==> src/sv/rtf_pkg.sv <==
// Shared types, constants and helper functions of the RTTY telemetry framer.
// No dependencies; every other file of the block imports this package.
package rtf_pkg;

    localparam int FIFO_DEPTH_DEFAULT = 4;

    localparam logic [15:0] CRC_POLY        = 16'h1021;
    localparam logic [15:0] CRC_RESTART     = 16'hFFFF;
    localparam logic [15:0] CRC_AFTER_RESET = 16'hDEAD;
    localparam logic [7:0]  MARK_RESET      = 8'hE0;
    localparam logic [7:0]  TRAILER_STAR    = 8'h2A;
    localparam logic [7:0]  FORCED_BIT      = 8'h80;

    localparam logic [3:0] PERIOD_LAST = 4'd9;
    localparam logic [2:0] TRAILER_CHAR_LAST = 3'd4;

    typedef enum logic [1:0] {
        REQ_SEND    = 2'd0,
        REQ_CKSUM   = 2'd1,
        REQ_RESTART = 2'd2
    } req_type_t;

    // One queued job: a single character, or a trailer with its CRC snapshot.
    typedef struct packed {
        logic        trailer;
        logic [15:0] data;
    } job_t;

    typedef struct packed {
        logic full;
        logic empty;
    } fifo_status_t;

    function automatic logic [7:0] hex_digit(input logic [3:0] v);
        logic [7:0] r;
        if (v > 4'd9) begin
            r = 8'({4'd0, v} - 8'd10 + 8'h41);
        end else begin
            r = 8'({4'd0, v} + 8'h30);
        end
        return r;
    endfunction

endpackage

==> src/sv/rtf_front.sv <==
// Request front end: classifies requests, keeps the running CRC-16 and
// pushes character and trailer jobs to the queue. Depends on rtf_pkg.
module rtf_front (
    input  logic                 aclk,
    input  logic                 aresetn,
    input  logic                 s_tvalid,
    output logic                 s_tready,
    input  logic [7:0]           s_tdata,
    input  logic [1:0]           s_tuser,
    input  rtf_pkg::fifo_status_t q_status,
    output logic                 push,
    output rtf_pkg::job_t        push_job
);
    import rtf_pkg::*;

    logic [15:0] crc_reg, crc_next;
    logic        accept;
    logic [15:0] folded;

    // Bytewise CRC-16, polynomial 0x1021, MSB first.
    function automatic logic [15:0] crc_fold(input logic [15:0] c_in,
                                             input logic [7:0] b);
        logic [15:0] c;
        c = c_in ^ {b, 8'h00};
        for (int k = 0; k < 8; k++) begin
            if (c[15]) begin
                c = {c[14:0], 1'b0} ^ CRC_POLY;
            end else begin
                c = {c[14:0], 1'b0};
            end
        end
        return c;
    endfunction

    assign s_tready = !q_status.full;
    assign accept   = s_tvalid && s_tready;
    assign folded   = crc_fold(crc_reg, s_tdata);

    always_comb begin
        crc_next = crc_reg;
        push     = 1'b0;
        push_job = '{trailer: 1'b0, data: {8'h00, s_tdata}};
        if (accept) begin
            unique case (s_tuser)
                REQ_SEND: begin
                    crc_next = folded;
                    push     = 1'b1;
                end
                REQ_CKSUM: begin
                    push     = 1'b1;
                    push_job = '{trailer: 1'b1, data: crc_reg};
                end
                REQ_RESTART: begin
                    crc_next = CRC_RESTART;
                end
                default: begin
                end
            endcase
        end
    end

    always_ff @(posedge aclk) begin
        if (!aresetn) begin
            crc_reg <= CRC_AFTER_RESET;
        end else begin
            crc_reg <= crc_next;
        end
    end

endmodule

==> src/sv/rtf_fifo.sv <==
// Short job queue between the request front end and the bit serializer.
// Depends on rtf_pkg for the job and status types.
module rtf_fifo #(
    parameter int DEPTH = rtf_pkg::FIFO_DEPTH_DEFAULT
) (
    input  logic                  aclk,
    input  logic                  aresetn,
    input  logic                  push,
    input  rtf_pkg::job_t         push_job,
    input  logic                  pop,
    output rtf_pkg::job_t         head_job,
    output rtf_pkg::fifo_status_t status
);
    import rtf_pkg::*;

    localparam int PW = (DEPTH > 1) ? $clog2(DEPTH) : 1;
    localparam int CW = $clog2(DEPTH + 1);
    localparam logic [PW-1:0] PTR_LAST = PW'(DEPTH - 1);
    localparam logic [CW-1:0] CNT_FULL = CW'(DEPTH);

    job_t          mem_reg [DEPTH];
    logic [PW-1:0] wr_ptr_reg, wr_ptr_next;
    logic [PW-1:0] rd_ptr_reg, rd_ptr_next;
    logic [CW-1:0] count_reg, count_next;

    assign status.full  = (count_reg == CNT_FULL);
    assign status.empty = (count_reg == '0);
    assign head_job     = mem_reg[rd_ptr_reg];

    always_comb begin
        wr_ptr_next = wr_ptr_reg;
        rd_ptr_next = rd_ptr_reg;
        count_next  = count_reg;
        if (push) begin
            wr_ptr_next = (wr_ptr_reg == PTR_LAST) ? '0 : PW'(wr_ptr_reg + 1'b1);
        end
        if (pop) begin
            rd_ptr_next = (rd_ptr_reg == PTR_LAST) ? '0 : PW'(rd_ptr_reg + 1'b1);
        end
        if (push && !pop) begin
            count_next = CW'(count_reg + 1'b1);
        end else if (pop && !push) begin
            count_next = CW'(count_reg - 1'b1);
        end
    end

    always_ff @(posedge aclk) begin
        if (push) begin
            mem_reg[wr_ptr_reg] <= push_job;
        end
    end

    always_ff @(posedge aclk) begin
        if (!aresetn) begin
            wr_ptr_reg <= '0;
            rd_ptr_reg <= '0;
            count_reg  <= '0;
        end else begin
            wr_ptr_reg <= wr_ptr_next;
            rd_ptr_reg <= rd_ptr_next;
            count_reg  <= count_next;
        end
    end

endmodule

==> src/sv/rtf_back.sv <==
// Bit serializer: turns queued jobs into ten-period RTTY characters and
// drives the registered output channel. Depends on rtf_pkg.
module rtf_back (
    input  logic                  aclk,
    input  logic                  aresetn,
    input  logic [7:0]            mark_code,
    input  rtf_pkg::job_t         head_job,
    input  rtf_pkg::fifo_status_t q_status,
    output logic                  pop,
    output logic                  m_tvalid,
    input  logic                  m_tready,
    output logic [7:0]            m_tdata,
    output logic                  m_tlast
);
    import rtf_pkg::*;

    logic        cur_valid_reg, cur_valid_next;
    job_t        cur_job_reg, cur_job_next;
    logic [2:0]  char_idx_reg, char_idx_next;
    logic [3:0]  bit_idx_reg, bit_idx_next;
    logic        m_valid_reg, m_valid_next;
    logic [7:0]  m_tone_reg, m_tone_next;
    logic        m_last_reg, m_last_next;

    logic        advance, emit, finishing, load;
    logic [7:0]  cur_char, bits;
    logic [2:0]  bit_sel;
    logic        is_mark, is_last;

    always_comb begin
        if (!cur_job_reg.trailer) begin
            cur_char = cur_job_reg.data[7:0];
        end else begin
            unique case (char_idx_reg)
                3'd0:    cur_char = TRAILER_STAR;
                3'd1:    cur_char = hex_digit(cur_job_reg.data[15:12]);
                3'd2:    cur_char = hex_digit(cur_job_reg.data[11:8]);
                3'd3:    cur_char = hex_digit(cur_job_reg.data[7:4]);
                default: cur_char = hex_digit(cur_job_reg.data[3:0]);
            endcase
        end
    end

    assign bits    = cur_char | FORCED_BIT;
    assign bit_sel = 3'(bit_idx_reg - 4'd2);

    // Period 0 is the stop mark, period 1 the start space, then data bits.
    always_comb begin
        unique case (bit_idx_reg)
            4'd0:    is_mark = 1'b1;
            4'd1:    is_mark = 1'b0;
            default: is_mark = bits[bit_sel];
        endcase
    end

    assign is_last = (bit_idx_reg == PERIOD_LAST) &&
                     (!cur_job_reg.trailer || char_idx_reg == TRAILER_CHAR_LAST);

    assign advance   = !m_valid_reg || m_tready;
    assign emit      = advance && cur_valid_reg;
    assign finishing = emit && is_last;
    assign load      = (!cur_valid_reg || finishing) && !q_status.empty;
    assign pop       = load;

    always_comb begin
        m_valid_next   = m_valid_reg;
        m_tone_next    = m_tone_reg;
        m_last_next    = m_last_reg;
        cur_valid_next = cur_valid_reg;
        cur_job_next   = cur_job_reg;
        char_idx_next  = char_idx_reg;
        bit_idx_next   = bit_idx_reg;
        if (advance) begin
            m_valid_next = cur_valid_reg;
            m_tone_next  = is_mark ? mark_code : 8'h00;
            m_last_next  = is_last;
        end
        if (load) begin
            cur_valid_next = 1'b1;
            cur_job_next   = head_job;
            char_idx_next  = '0;
            bit_idx_next   = '0;
        end else if (finishing) begin
            cur_valid_next = 1'b0;
        end else if (emit) begin
            if (bit_idx_reg == PERIOD_LAST) begin
                bit_idx_next  = '0;
                char_idx_next = 3'(char_idx_reg + 1'b1);
            end else begin
                bit_idx_next = 4'(bit_idx_reg + 1'b1);
            end
        end
    end

    always_ff @(posedge aclk) begin
        cur_job_reg  <= cur_job_next;
        char_idx_reg <= char_idx_next;
        bit_idx_reg  <= bit_idx_next;
        m_tone_reg   <= m_tone_next;
        m_last_reg   <= m_last_next;
    end

    always_ff @(posedge aclk) begin
        if (!aresetn) begin
            cur_valid_reg <= 1'b0;
            m_valid_reg   <= 1'b0;
        end else begin
            cur_valid_reg <= cur_valid_next;
            m_valid_reg   <= m_valid_next;
        end
    end

    assign m_tvalid = m_valid_reg;
    assign m_tdata  = m_tone_reg;
    assign m_tlast  = m_last_reg;

endmodule

==> src/sv/rtty_telemetry_framer_crc16.sv <==
// Top level of the RTTY telemetry framer with running CRC-16.
// Depends on rtf_pkg, rtf_front, rtf_fifo and rtf_back.
//
//  Channel  Direction  tdata (low bit up)     tuser / tlast
//  -------  ---------  ---------------------  ----------------------------
//  s_       in         [7:0] char_code        tuser [1:0] req_type
//  m_       out        [7:0] tone_code        tlast = last
//  cfg_     in         [7:0] mark_code        write enable cfg_we, no read
//
// A send request produces ten output transactions, one per cycle while the
// output is not stalled, and a checksum request fifty; the bit serializer
// emits one bit period a cycle unless m_tready holds it. The front end
// accepts a request each cycle while the job queue has room, so send requests
// queue up behind a long trailer while restarts take effect without waiting.
// Reset (aresetn low, synchronous) empties the queue and the output register,
// sets the CRC to 0xDEAD and mark_code to 0xE0. A stalled output holds its
// transaction while the queue keeps taking requests until it fills.
module rtty_telemetry_framer_crc16 #(
    parameter int FIFO_DEPTH = rtf_pkg::FIFO_DEPTH_DEFAULT
) (
    input  logic       aclk,
    input  logic       aresetn,
    // Configuration: mark_code register.
    input  logic       cfg_we,
    input  logic [7:0] cfg_wdata,   // [7:0] mark_code
    // Request channel.
    input  logic       s_tvalid,
    output logic       s_tready,
    input  logic [7:0] s_tdata,     // [7:0] char_code
    input  logic [1:0] s_tuser,     // [1:0] req_type
    // Bit period channel.
    output logic       m_tvalid,
    input  logic       m_tready,
    output logic [7:0] m_tdata,     // [7:0] tone_code
    output logic       m_tlast      // last bit period of a request
);
    import rtf_pkg::*;

    logic [7:0]   mark_reg;
    logic         push, pop;
    job_t         push_job, head_job;
    fifo_status_t q_status;

    // The mark code is to be written only while the block is idle; not enforced here.
    always_ff @(posedge aclk) begin
        if (!aresetn) begin
            mark_reg <= MARK_RESET;
        end else if (cfg_we) begin
            mark_reg <= cfg_wdata;
        end
    end

    // Front end: CRC bookkeeping and job classification.
    rtf_front u_front (
        .aclk     (aclk),
        .aresetn  (aresetn),
        .s_tvalid (s_tvalid),
        .s_tready (s_tready),
        .s_tdata  (s_tdata),
        .s_tuser  (s_tuser),
        .q_status (q_status),
        .push     (push),
        .push_job (push_job)
    );

    // Job queue decoupling the two halves.
    rtf_fifo #(
        .DEPTH (FIFO_DEPTH)
    ) u_fifo (
        .aclk     (aclk),
        .aresetn  (aresetn),
        .push     (push),
        .push_job (push_job),
        .pop      (pop),
        .head_job (head_job),
        .status   (q_status)
    );

    // Back end: serializes characters into bit periods.
    rtf_back u_back (
        .aclk      (aclk),
        .aresetn   (aresetn),
        .mark_code (mark_reg),
        .head_job  (head_job),
        .q_status  (q_status),
        .pop       (pop),
        .m_tvalid  (m_tvalid),
        .m_tready  (m_tready),
        .m_tdata   (m_tdata),
        .m_tlast   (m_tlast)
    );

    // The front end never pushes into a full queue.
    a_no_overflow: assert property (@(posedge aclk) disable iff (!aresetn)
        !(push && q_status.full))
        else $error("job pushed into a full queue");

    // The serializer never takes a job from an empty queue.
    a_no_underflow: assert property (@(posedge aclk) disable iff (!aresetn)
        !(pop && q_status.empty))
        else $error("job popped from an empty queue");

    // Every nonzero tone is the configured mark code.
    a_tone_is_mark: assert property (@(posedge aclk) disable iff (!aresetn)
        (m_tvalid && m_tdata != 8'h00) |-> (m_tdata == mark_reg))
        else $error("tone code differs from mark code");

endmodule
==> config.mk <==
export PLATFORM = sky130hd
export DESIGN_NAME = rtty_telemetry_framer_crc16
export DESIGN_NICKNAME = d
export VERILOG_FILES = /design/src/sv/rtf_pkg.sv /design/src/sv/rtf_front.sv /design/src/sv/rtf_fifo.sv /design/src/sv/rtf_back.sv /design/src/sv/rtty_telemetry_framer_crc16.sv
export SDC_FILE = /design/constraint.sdc
export NUM_CORES = 1
export LEC_CHECK = 0
export BUFFER_PORTS_ARGS = -buffer_cell sky130_fd_sc_hd__buf_2
export CELL_PAD_IN_SITES_DETAIL_PLACEMENT = 1
export CELL_PAD_IN_SITES_GLOBAL_PLACEMENT = 2
export CORE_ASPECT_RATIO = 1.2
export CORE_MARGIN = 3
export CORE_UTILIZATION = 48
export CTS_BUF_LIST = sky130_fd_sc_hd__clkbuf_4 sky130_fd_sc_hd__clkbuf_8
export DETAILED_ROUTE_END_ITERATION = 16
export HOLD_SLACK_MARGIN = 0.12
export PLACE_DENSITY = 0.9
export RECOVER_POWER = 50
export SETUP_SLACK_MARGIN = 0.05
export SLEW_MARGIN = 20
export SYNTH_ARGS = -nofsm -noshare
export SYNTH_HDL_FRONTEND = slang
export SYNTH_SLANG_ARGS = --single-unit
==> constraint.sdc <==
create_clock -name aclk -period 5.2 [get_ports aclk]
set_input_delay 0 -clock aclk [delete_from_list [all_inputs] [get_ports aclk]]
set_output_delay 0 -clock aclk [all_outputs]
set_load 0.005 [all_outputs]
# Word-level counts from Yosys, hierarchy flattened
# Memories as Yosys holds them, arrays and structs flattened. A register that Yosys moved wholly into a read port is not among the register bits.
# Index checks and enable logic that the tools add are counted.
word_totals:
  reg_bits: 49
  in_bits: 23
  latchBits: 0
  romBits: 0
  output_inout_bits: 11
  wordCells: 116
  memories: 1
  ramBits: 68
op_classes:
  add_sub_neg: 19
  eq_ne: 11
  order_cmp: 5
  div_mod_pow: 0
  n_mul: 0
  shift: 0
  bitwise: 10
  muxes: 31
  reduce_logical: 28
mem_list:
  columns: ["name", "depth", "width", "read_ports", "rd_clocked_by_memory_dff", "write_ports", "line_no", "source"]
  rows:
  - ["u_fifo.mem_reg", 4, 17, 1, 1, 1, "rtf_fifo.sv:21", "job_t mem_reg [DEPTH];"]
ops:
  columns: ["op", "n"]
  rows:
  - ["13-bit 2-to-1 mux", 8]
  - ["7-bit 2-to-1 mux", 5]
  - ["17-bit 2-to-1 mux", 2]
  - ["16-bit one-hot mux with 2 select lines", 1]
  - ["4-bit by 6-bit adder with 7-bit output (second input constant)", 4]
  - ["7-bit adder (second input constant)", 4]
  - ["7-bit one-hot mux with 4 select lines", 1]
  - ["3-bit NOT", 8]
  - ["4-bit by 4-bit subtractor with 5-bit output (second input constant)", 4]
  - ["4-bit greater-than comparator (second input constant)", 4]
  - ["16-bit XOR", 1]
  - ["1-bit logical AND", 7]
  - ["1-bit logical NOT", 7]
  - ["1-bit 2-to-1 mux", 7]
  - ["3-bit by 1-bit adder with 3-bit output (second input constant)", 2]
  - ["2-bit equality test (second input constant)", 3]
  - ["3-bit by 2-bit equality test with 1-bit output (second input constant)", 2]
  - ["3-bit equality test (second input constant)", 2]
  - ["3-bit logical NOT", 2]
  - ["3-bit 2-to-1 mux", 2]
  - ["2-bit nonzero test", 3]
  - ["2-bit by 1-bit adder with 2-bit output (second input constant)", 2]
  - ["4-bit by 1-bit adder with 4-bit output (second input constant)", 1]
  - ["4-bit by 1-bit equality test with 1-bit output (second input constant)", 1]
  - ["17 further kinds", 21]

# Longest topological paths before layout
# Gate-level depths: netlist of the first run.
logic_depth:
  word_depth: 18
  depth_mapped: 13
  ltp_nobuf: 12

# Hierarchy
# From an unflattened synthesis of the first run, not the netlist that was laid out.
hier_totals:
  hier_cells: 520
  hier_area_um2: 6746.5
by_module_without_submodules:
  columns: ["mod", "seq_area_each_um2", "area_per_inst_um2", "n_inst", "cells_per_inst"]
  rows:
  - ["rtf_fifo", 2222.1, 2950.3, 1, 133]
  - ["rtf_back", 960.9, 2498.6, 1, 261]
  - ["rtf_front", 320.3, 1003.5, 1, 101]
  - ["rtty_telemetry_framer_crc16", 160.2, 294.0, 1, 25]

# Worst setup path before layout of the first run
# OpenSTA, ideal clock, no wires.
synth_path:
  path_kind: "reg-to-reg"
  start: "register u_back.char_idx_reg[0]"
  end: "register u_fifo.count_reg[2]"
  t_required_ns: 5.124
  arrival_ns: 2.983
  path_slack_ns: 2.142
  path_buffers: 1
  stages_incl_launch_ff: 14
  setup_ns: 0.076
  period_less_slack_ns: 3.058
  cell_sequence: "dfxtp_1 -> inv_1 -> ha_1 -> a21boi_0 -> o31ai_1 -> o31a_1 -> clkbuf_1 -> inv_1 -> ha_1 -> inv_1 -> fa_1 -> xor2_1 -> or3_1 -> a21boi_0"
synth_via:
  elab_chain_cells: 9
  word_cells_on_any_way: 11
  cone_classes: "1 x eq/ne; 1 x mux; 9 x reduce/logical"
synth_lines:
  columns: ["element", "line_no", "source"]
  rows:
  - ["start, declared", "rtf_back.sv:19", "logic [2:0] char_idx_reg, char_idx_next;"]
  - ["start signal, assigned", "rtf_back.sv:97", "char_idx_reg <= char_idx_next;"]
  - ["3-bit equality test (*)", "rtf_back.sv:57", "(!cur_job_reg.trailer || char_idx_reg == TRAILER_CHAR_LAST);"]
  - ["1-bit logical OR (*)", "rtf_back.sv:57", null]
  - ["1-bit logical AND (*)", "rtf_back.sv:56", "assign is_last = (bit_idx_reg == PERIOD_LAST) &&"]
  - ["1-bit logical AND (*)", "rtf_back.sv:61", "assign finishing = emit && is_last;"]
  - ["1-bit logical OR (*)", "rtf_back.sv:62", "assign load = (!cur_valid_reg || finishing) && !q_status.empty;"]
  - ["1-bit logical AND (*)", "rtf_back.sv:62", null]
  - ["via pop", "rtty_telemetry_framer_crc16.sv:40", "logic push, pop;"]
  - ["1-bit logical NOT", "rtf_fifo.sv:40", "if (push && !pop) begin"]
  - ["1-bit logical AND", "rtf_fifo.sv:40", null]
  - ["3-bit 2-to-1 mux or 2-bit nonzero test (tied branches)", null, null]
  - ["end signal, assigned", "rtf_fifo.sv:61", "count_reg <= count_next;"]
  - ["end, declared", "rtf_fifo.sv:24", "logic [CW-1:0] count_reg, count_next;"]
# Mark *: on every way through the listed nets, which the timed path passes. The rest lies on a longest branch.
# A chain may end at the register's enable or synchronous reset.

# Final worst setup path of the first run
layout_path:
  start: "register u_back.bit_idx_reg[0]"
  end: "register u_fifo.count_reg[2]"
layout_via:
  elab_chain_cells: 8
  word_cells_on_any_way: 10
  cone_classes: "1 x eq/ne; 1 x mux; 8 x reduce/logical"
layout_lines:
  columns: ["element", "line_no", "source"]
  rows:
  - ["start, declared", "rtf_back.sv:20", "logic [3:0] bit_idx_reg, bit_idx_next;"]
  - ["start signal, assigned", "rtf_back.sv:98", "bit_idx_reg <= bit_idx_next;"]
  - ["4-bit equality test (*)", "rtf_back.sv:56", null]
  - ["1-bit logical AND (*)", "rtf_back.sv:56", null]
  - ["1-bit logical AND (*)", "rtf_back.sv:61", null]
  - ["1-bit logical OR (*)", "rtf_back.sv:62", null]
  - ["1-bit logical AND (*)", "rtf_back.sv:62", null]
  - ["1-bit logical NOT", "rtf_fifo.sv:40", null]
  - ["1-bit logical AND", "rtf_fifo.sv:40", null]
  - ["3-bit 2-to-1 mux or 2-bit nonzero test (tied branches)", null, null]
# Mark *: on every way between the ends. The rest lies on a longest branch, timed or not.

==> results summary, run 1 <==
The flow ran to the end, and the final reports show no timing, DRC or antenna violations. In this run the critical register-to-register path is launched from u_back.bit_idx_reg[0]. After synthesis, the cell types taking the most area are sky130_fd_sc_hd__edfxtp_1, sky130_fd_sc_hd__dfxtp_1, sky130_fd_sc_hd__mux4_2, sky130_fd_sc_hd__ha_1, sky130_fd_sc_hd__xnor2_1. In this run the worst setup path begins at u_back.bit_idx_reg[0]. The number of DRC markers in iteration 0 came out at 269. The fraction of the cycle the final worst path needs is between 70 and 80%. The overall routed net length came out at 16800 um.

The first global-routing pass estimated 27300 um of wire. The last weighted congestion value of the routability-driven placer came out at a little under 0.9. Dividing the detail-routed wire length by the instance count gives 21.6 um. The ratio of routed vias to standard cells came out at 5.81. Setup repair after global routing left no endpoint under its margin. The deepest level of the CTS H-tree came out at 4.

The clock tree skew after final layout is 0.0192 ns. The maximum fanout count along the critical path came out at 27. The cell count after synthesis is between 500 and 600. Among all flip-flop cells after synthesis, the most frequent one is sky130_fd_sc_hd__edfxtp_1.

Counting flops with a built-in enable in the synthesized netlist gives between 90 and 100. Buffers placed on the I/O ports in this run total 33. The sort of element at the end of the critical path is a register.

Summed over all failing endpoints, the final setup total negative slack is 0 ns. The end of the worst register-to-register path is u_fifo.count_reg[2]. The count of maximum capacitance violations is 0. The sequential share of the synthesized area came out at about 54%. The worst-case register-to-register setup slack is 1.18 ns. The critical path goes through nand4bb_1 -> o31ai_1 -> o31a_1 -> clkbuf_1 -> inv_1 -> ha_1 -> inv_1 -> fa_1 -> xor2_1 -> or3_1 -> a21boi_0.

The chip height came out at 135 um. The count of buffers added by post-CTS timing repair for setup is 0. The number of clock buffers inserted by TritonCTS is 17. The number of flip-flops and latches in the synthesized netlist came out at 134. The critical path ends at u_fifo.count_reg[2].

The synthesis warning total is 0. The count of buffer and inverter cells on the critical path came out at 3. Detailed placement finished with a half-perimeter wire length of 11400 um. The core region area came out at approximately 0.013 mm^2. The total power divided by cell area came out at 470 mW/mm^2.

The relative slew slack came out at 2.66%. The class of the tightest hold or removal check is primary input to register. The number of flip-flops under the largest register name came out at 68. The I/O pin total came out at 34.

The area share of the largest cell type after synthesis came out at approximately 42%. The number of antenna violations at the first check in global routing came out at 1. Counting every net in the synthesized netlist gives 581. The worst setup path is launched from a register.

The pin count of the biggest net entering global routing is 34. The clock sink count is 134. The sequential standard cell area is 0.00362 mm^2. For this run, the slowest stage of the critical path takes 1.02 ns. The synthesis-to-layout area growth came out at 15.6%.

On the critical path the largest part of the delay comes from buffers and inverters. The total number of vias came out at 4533. After the last flow step, the layout net total stands at 650. The smallest hold slack came out at 0.483 ns. The longest clock path from root to sink contains 2 buffers. The number of iterations in the first detailed-routing pass is 4.

The worst-case IR drop observed on VDD is 0.216 mV. The number of global-route vias before repair came to approximately 5100. The standard-cell row count is 46. The count of pins over their slew limit came out at 0. The ratio of cells with drive above 1 in the final layout came out at between 15 and 20%. The count of antenna-violating nets left after detailed routing came out at 0.

The total count of hold-check failures in the final report came to 0. The share of synthesized flip-flops with an asynchronous set or reset is 0%. The count of different cell masters after synthesis came out at around 70. The total global routing overflow came out at 0.

The required time at the endpoint of the critical path is 5.56 ns. The cell type of the slowest stage on the worst timing path is sky130_fd_sc_hd__clkbuf_1. The average cell area after synthesis came out at 12.6 um^2. The largest total area in the synthesized netlist belongs to sky130_fd_sc_hd__edfxtp_1. The area of the multi-input gates came out at 0.00280 mm^2. The TritonCTS clock tree is built. The leakage dissipation came out at between 2 and 3 nW. The final setup violation count came out at 0. The floorplan step set the die width to approximately 110 um.

The final critical path time including I/O delays and setup came out at 4.02 ns. In this run the number of cells on the critical path is 11. The die covers 0.0153 mm^2. Once the floorplan was initialized, standard cells occupied around half of the core. Derived from the worst setup path, the maximum achievable clock frequency is 249 MHz. The insertion delay of the later-clocked pin in the worst-skew pair is 0.45 ns. The worst setup path is of the register to register kind. The dominant cell type by count on the critical path is sky130_fd_sc_hd__inv_1. The depth of the worst register-to-register path is 11. The overall track demand over capacity in global routing came out at a little under a quarter.

The cell area after synthesis came out at 0.00667 mm^2. STA puts the critical path data arrival time at between 4 and 5 ns. The post-route DRC violation count is 0.

The actual transition at the worst max-transition pin is around 1.5 ns. The fill cell total of the finished layout came out at between 1000 and 1500. The root buffer selected by CTS is sky130_fd_sc_hd__clkbuf_8. The clock transition at the registers of the reported paths came out at about 0.090 ns.
==> cell type report <==
class / count / share of cell area [%]
timing repair buffer: 73 / 7.01
antenna: 1 / 0.0325
multi-input combinational: 335 / 36.4
clock inverter: 15 / 2.00
clock buffer: 17 / 3.04
tap: 168 / 2.73
inverter: 37 / 1.80
sequential: 134 / 47.0
==> through the flow <==
stage | power (mW) | utilization [%] | instances | setup WS, ns | area (um^2)
after floorplan | 2.38 | - | 529 | 2.14 | 6670
after global placement | 2.64 | 51.8 | 709 | 2.25 | 6950
after detailed placement | 2.73 | 51.8 | 709 | 1.97 | 6950
after CTS | 3.62 | 57.5 | 779 | 1.92 | 7720
after global routing | 3.84 | 57.5 | 780 | 0.825 | 7710
final | 3.62 | 57.5 | 780 | 1.18 | 7710
==> per-layer routing <==
layer / global-route usage, % / wire length, um / up-vias / part of all wire, %
li1: - / - / 2133 / -
met1: 26.1 / 6570 / 2286 / 39
met2: 43.6 / 9480 / 85 / 56
met3: 4.21 / 389 / 29 / 2.3
met4: 8.22 / 392 / 0 / 2.3
met5: 0 / 0 / - / 0
==> cell families after synthesis <==
group	count (synthesis)	synth area share, %
XOR/XNOR	34	4.47
adder cells (fa/ha/maj)	29	5.56
buffers and inverters	60	3.68
multiplexers	36	8.79
AND/OR/NAND/NOR	115	9.12
flip-flops	134	54.4
AO/OA/AOI/OAI	121	14.0
==> Yosys cell counts (all sizes together) (2+ instances only) <==
| library cell | instances |
|---|---|
| a211oi | 12 |
| a31oi | 4 |
| o221a | 5 |
| a311oi | 6 |
| o211ai | 8 |
| nand3 | 7 |
| nand2 | 31 |
| or3 | 2 |
| clkbuf | 18 |
| o21ai | 11 |
| nand2b | 9 |
| a32oi | 3 |
| xor2 | 16 |
| o31ai | 5 |
| nor3b | 2 |
| o22ai | 13 |
| o21a | 4 |
| a21boi | 9 |
| o32ai | 2 |
| nor2b | 11 |
| a21oi | 16 |
| nor3 | 3 |
| o21bai | 4 |
| ha | 28 |
| mux2i | 9 |
| xnor2 | 18 |
| mux4 | 17 |
| buf | 5 |
| and2 | 11 |
| edfxtp | 94 |
| inv | 37 |
| dfxtp | 40 |
| mux2 | 10 |
| and3 | 12 |
| o21ba | 2 |
| nor2 | 20 |
| a2bb2oi | 2 |
==> cells in the final DEF (no fill, tap or decap), types with 3 or more instances in the layout <==
cell and n:
sky130_fd_sc_hd__nand3_1 6, sky130_fd_sc_hd__clkbuf_1 12, sky130_fd_sc_hd__mux4_2 17, sky130_fd_sc_hd__a21oi_1 16
sky130_fd_sc_hd__buf_2 23, sky130_fd_sc_hd__inv_6 8, sky130_fd_sc_hd__inv_8 3, sky130_fd_sc_hd__o31ai_1 4
sky130_fd_sc_hd__dfxtp_1 40, sky130_fd_sc_hd__nand2b_1 8, sky130_fd_sc_hd__mux2i_1 9, sky130_fd_sc_hd__clkbuf_8 17
sky130_fd_sc_hd__dlygate4sd3_1 38, sky130_fd_sc_hd__and3_1 12, sky130_fd_sc_hd__o21ai_0 11, sky130_fd_sc_hd__o21bai_1 4
sky130_fd_sc_hd__nand2_1 31, sky130_fd_sc_hd__mux2_2 10, sky130_fd_sc_hd__o22ai_1 13, sky130_fd_sc_hd__inv_1 37
sky130_fd_sc_hd__a21boi_0 9, sky130_fd_sc_hd__nor2b_1 11, sky130_fd_sc_hd__o221a_2 5, sky130_fd_sc_hd__ha_1 28
sky130_fd_sc_hd__o211ai_1 8, sky130_fd_sc_hd__a311oi_1 5, sky130_fd_sc_hd__nor2_1 19, sky130_fd_sc_hd__and2_1 10
sky130_fd_sc_hd__a31oi_1 4, sky130_fd_sc_hd__a211oi_1 10, sky130_fd_sc_hd__edfxtp_1 94, sky130_fd_sc_hd__o21a_1 4
sky130_fd_sc_hd__nor3_1 3, sky130_fd_sc_hd__xnor2_1 18, sky130_fd_sc_hd__xor2_1 16
==> power by group <==
| part | leakage (nW) | switching (mW) | internal (mW) | total (mW) |
|---|---|---|---|---|
| combinational | 1.41 | 0.676 | 0.518 | 1.19 |
| clock | 0.197 | 0.460 | 0.398 | 0.858 |
| sequential | 1.21 | 0.210 | 1.36 | 1.57 |
| total | 2.82 | 1.35 | 2.27 | 3.62 |
==> worst min path at each step <==
stage                                       to         start  cells after the start  slack (ns)
after detailed placement           mark_reg[6]  cfg_wdata[6]                      3        0.23
final                     u_fifo.mem_reg[1][1]    s_tdata[1]                      3        0.48
after global placement             mark_reg[7]  cfg_wdata[7]                      3        0.24
after floorplan                    mark_reg[5]  cfg_wdata[5]                      2        0.13
after global routing      u_fifo.mem_reg[1][1]    s_tdata[1]                      3        0.49
after CTS                 u_fifo.mem_reg[1][1]    s_tdata[1]                      3        0.46
==> worst reg2reg max path: stages, from the launching register on <==
cell and delay, ns:
sky130_fd_sc_hd__dfxtp_1 0.62, sky130_fd_sc_hd__nand4bb_1 0.29, sky130_fd_sc_hd__o31ai_1 0.39, sky130_fd_sc_hd__o31a_1 0.20, sky130_fd_sc_hd__clkbuf_1 1.02, sky130_fd_sc_hd__inv_1 0.20, sky130_fd_sc_hd__ha_1 0.30, sky130_fd_sc_hd__inv_1 0.08
sky130_fd_sc_hd__fa_1 0.20, sky130_fd_sc_hd__xor2_1 0.10, sky130_fd_sc_hd__or3_1 0.32, sky130_fd_sc_hd__a21boi_0 0.22
==> what timing repair did <==
item,CTS,global route
hold buffers,38,0
gates resized for setup,0,0
endpoints found under the hold margin,80,0
No activity file was read; power rests on OpenSTA's default activity.
==> inputs of run 2 (changes only) <==
CORE_UTILIZATION = 45   (was 48)
PLACE_DENSITY = 0.85   (was 0.9)
clock period = 4.2 ns   (was 5.2 ns; I/O delays follow)
==> run 2 against run 1 <==
Critical path depth increased by 2. Flip-flop and latch count unchanged. Largest power group unchanged. Clock skew shrank 0.0080 ns.
==> results summary, run 2 (synthesis gave the netlist of run 1 again) <==
The routed design has 15500 um of wire. The fraction of the cycle the final worst path needs came out at 75.4%. The count of maximum capacitance violations came out at 0. The run finished with clean final reports. In this run the worst path has a maximum fanout of 27. The width of the die is about 120 um. The global-route wire length before repair came out at 25400 um. The clock tree skew after final layout came out at approximately 0.011 ns. The reg-to-reg critical path startpoint is u_back.char_idx_reg[0]. Timing would allow up to 316 MHz. The number of buffers inserted by port buffering is 33. On the worst path, the slowest cell contributes a delay of 0.43 ns. The count of buffer and inverter cells on the critical path is 4. The smallest clock period supported by the final layout is computed as 3.17 ns. The signal on the critical path passes through inv_1 -> ha_1 -> a21boi_0 -> o31ai_1 -> o31a_1 -> buf_4 -> inv_1 -> ha_1 -> inv_1 -> fa_1 -> xor2_1 -> or3_1 -> a21boi_0.

The commonest non-fill, non-tap cell in the layout is sky130_fd_sc_hd__edfxtp_1. The first detailed-routing pass ran for 4 iterations. The area of the die is 0.0163 mm^2. The total overflow left after global routing is 0. In this run the count of I/O pins placed on the die edge is 34.

Grouping stages by cell kind, the critical path spends the most delay in compound AO/OA/AOI/OAI gates. The final HPWL from detailed placement is 10600 um. The ratio of cells with drive above 1 in the final layout is ~16%.

The internal power consumption came out at 2.89 mW. Measured against its own limit, the worst slew margin works out to 0.320%. The chip height came out at 139 um. The post-cts gate resize count came out at 0.

STA classifies the critical path endpoint as a register. Across the VDD grid, the largest voltage drop is around 0.26 mV. The number of antenna violations at the first check in global routing is 0. The ratio of routed vias to standard cells is 5.48.

STA classifies the critical path startpoint as a register. The proportion of power drawn by the clock network came out at 23.6%. The register with the most flip-flops in the layout has 68 of them. The H-tree generated during clock tree synthesis spans 4 levels. The final setup violation count came out at 0. Once the floorplan was initialized, standard cells occupied between 40% and 50% of the core. The dominant cell type by count on the critical path is sky130_fd_sc_hd__inv_1. The post-route setup TNS is 0 ns. The total count of hold-check failures in the final report came out at 0. In the layout the commonest cells are sky130_fd_sc_hd__edfxtp_1, sky130_fd_sc_hd__dlygate4sd3_1, sky130_fd_sc_hd__dfxtp_1. Compared with the post-synthesis result, the final layout area differs by 16.7%. STA puts the critical path data arrival time at 3.53 ns.

The fill cell total of the finished layout came out at around 1500. The routed wirelength normalized by instance count is ~19 um. Buffers inserted during clock tree synthesis total 17. The sequential standard cell area is 0.00362 mm^2. Hold repair after CTS inserted 41 buffers.

The setup path with the least slack is of type register to register. The post-route DRC violation count is 0. The clock transition at the registers of the reported paths is 0.08 ns. At the later pin of the worst-skew pair, clock insertion delay measures 0.44 ns. The class of the tightest hold or removal check is primary input to register.

The required time at the endpoint of the critical path is 4.56 ns. The hold path startpoint is s_tdata[2]. The multi-input combinational cells in the finished layout cover a total of 0.00280 mm^2. The number of nets in the finished design is 654.

Net switching is between 30 and 40% of the power. The total power divided by cell area is 567 mW/mm^2. Among all stages on the critical path, the largest delay is contributed by sky130_fd_sc_hd__a21boi_0. The number of global-route vias before repair came out at about 4800. In this run the standard cell core region covers ~0.014 mm^2. The last weighted congestion value of the routability-driven placer is approximately 0.85.

The TritonCTS clock tree is built. The antenna diode instance count is 0. The analysis attributes to net switching a power of 1.52 mW. CTS placed an instance of sky130_fd_sc_hd__clkbuf_8 at the clock tree root.

The logic gate share of total power is 32.5%. The count of pins over their slew limit is 0. The final core utilization is 53.8%. At the pin with the least slew margin, the transition time is 1.50 ns. The critical path starts at u_back.char_idx_reg[0]. The proportion of power drawn by flip-flops and latches is 43.9%. The pin count of the biggest net entering global routing is 34. The largest buffer count on any clock path is 2. The count of buffers added by post-CTS timing repair for setup came out at 0. The count of antenna-violating nets left after detailed routing came out at 0. Setup repair after global routing left no endpoint under its margin. In this run, the number of DRC markers left after iteration 0 of detailed routing was about 230. The overall track demand over capacity in global routing came out at 20.4%. The total number of vias is 4469. The leakage dissipation came out at 2.86 nW. The clock sink count is between 100 and 150. The standard-cell row count came out at 48.
==> run 2: power by group through the flow <==
stage	registers (mW)	clock network, mW	logic (mW)
after CTS	1.93	1.07	1.45
final	1.94	1.04	1.43
after global routing	1.97	1.13	1.60
after global placement	1.95	0	1.34
after detailed placement	1.96	0	1.40
after floorplan	1.82	0	1.12
==> run 2: stage by stage <==
step	setup slack, ns	total power, mW	hold WS (ns)	instance area, um^2	cells
3_3_place_gp	1.26	3.28	0.240	7000	742
6_report	1.03	4.41	0.479	7780	815
2_1_floorplan	1.14	2.94	0.130	6670	529
3_5_place_dp	1.07	3.36	0.252	7000	742
4_1_cts	1.05	4.45	0.442	7790	815
5_1_grt	0.761	4.71	0.481	7780	815
==> run 2: path summary, 6_finish.rpt <==
| path | endpoint | slack (ns) | depth (start not counted) |
|---|---|---|---|
| setup / recovery | u_fifo.count_reg[2] | 1.03 | 13 |
| hold / removal | u_fifo.mem_reg[0][2] | 0.48 | 3 |
| setup reg to reg | u_fifo.count_reg[2] | 1.03 | 13 |
| hold reg to reg | u_front.crc_reg[2] | 0.54 | 2 |
==> run 2: routing by layer <==
metal  track usage, %  vias to the layer above  share of wire [%]
met5                0                        -                  0
met1             24.2                     2240                 41
met4             7.85                        0                2.0
li1                 -                     2137                  -
met2             35.7                       72                 54
met3             4.35                       20                2.4
==> run 2: final cells by class <==
| cell class | instances | area share [%] |
|---|---|---|
| clock inverter | 10 | 1.33 |
| timing repair buffer | 77 | 7.48 |
| inverter | 37 | 1.78 |
| sequential | 134 | 46.6 |
| multi-input combinational | 335 | 36.0 |
| tap | 200 | 3.22 |
| clock buffer | 22 | 3.65 |
==> run 2: worst reg2reg max path: stages, from the launching register on <==
cell and delay, ns:
sky130_fd_sc_hd__dfxtp_1 0.37, sky130_fd_sc_hd__inv_1 0.10, sky130_fd_sc_hd__ha_1 0.25, sky130_fd_sc_hd__a21boi_0 0.43, sky130_fd_sc_hd__o31ai_1 0.17, sky130_fd_sc_hd__o31a_1 0.13
sky130_fd_sc_hd__buf_4 0.24, sky130_fd_sc_hd__inv_1 0.12, sky130_fd_sc_hd__ha_1 0.19, sky130_fd_sc_hd__inv_1 0.06, sky130_fd_sc_hd__fa_1 0.38, sky130_fd_sc_hd__xor2_1 0.18
sky130_fd_sc_hd__or3_1 0.30, sky130_fd_sc_hd__a21boi_0 0.17
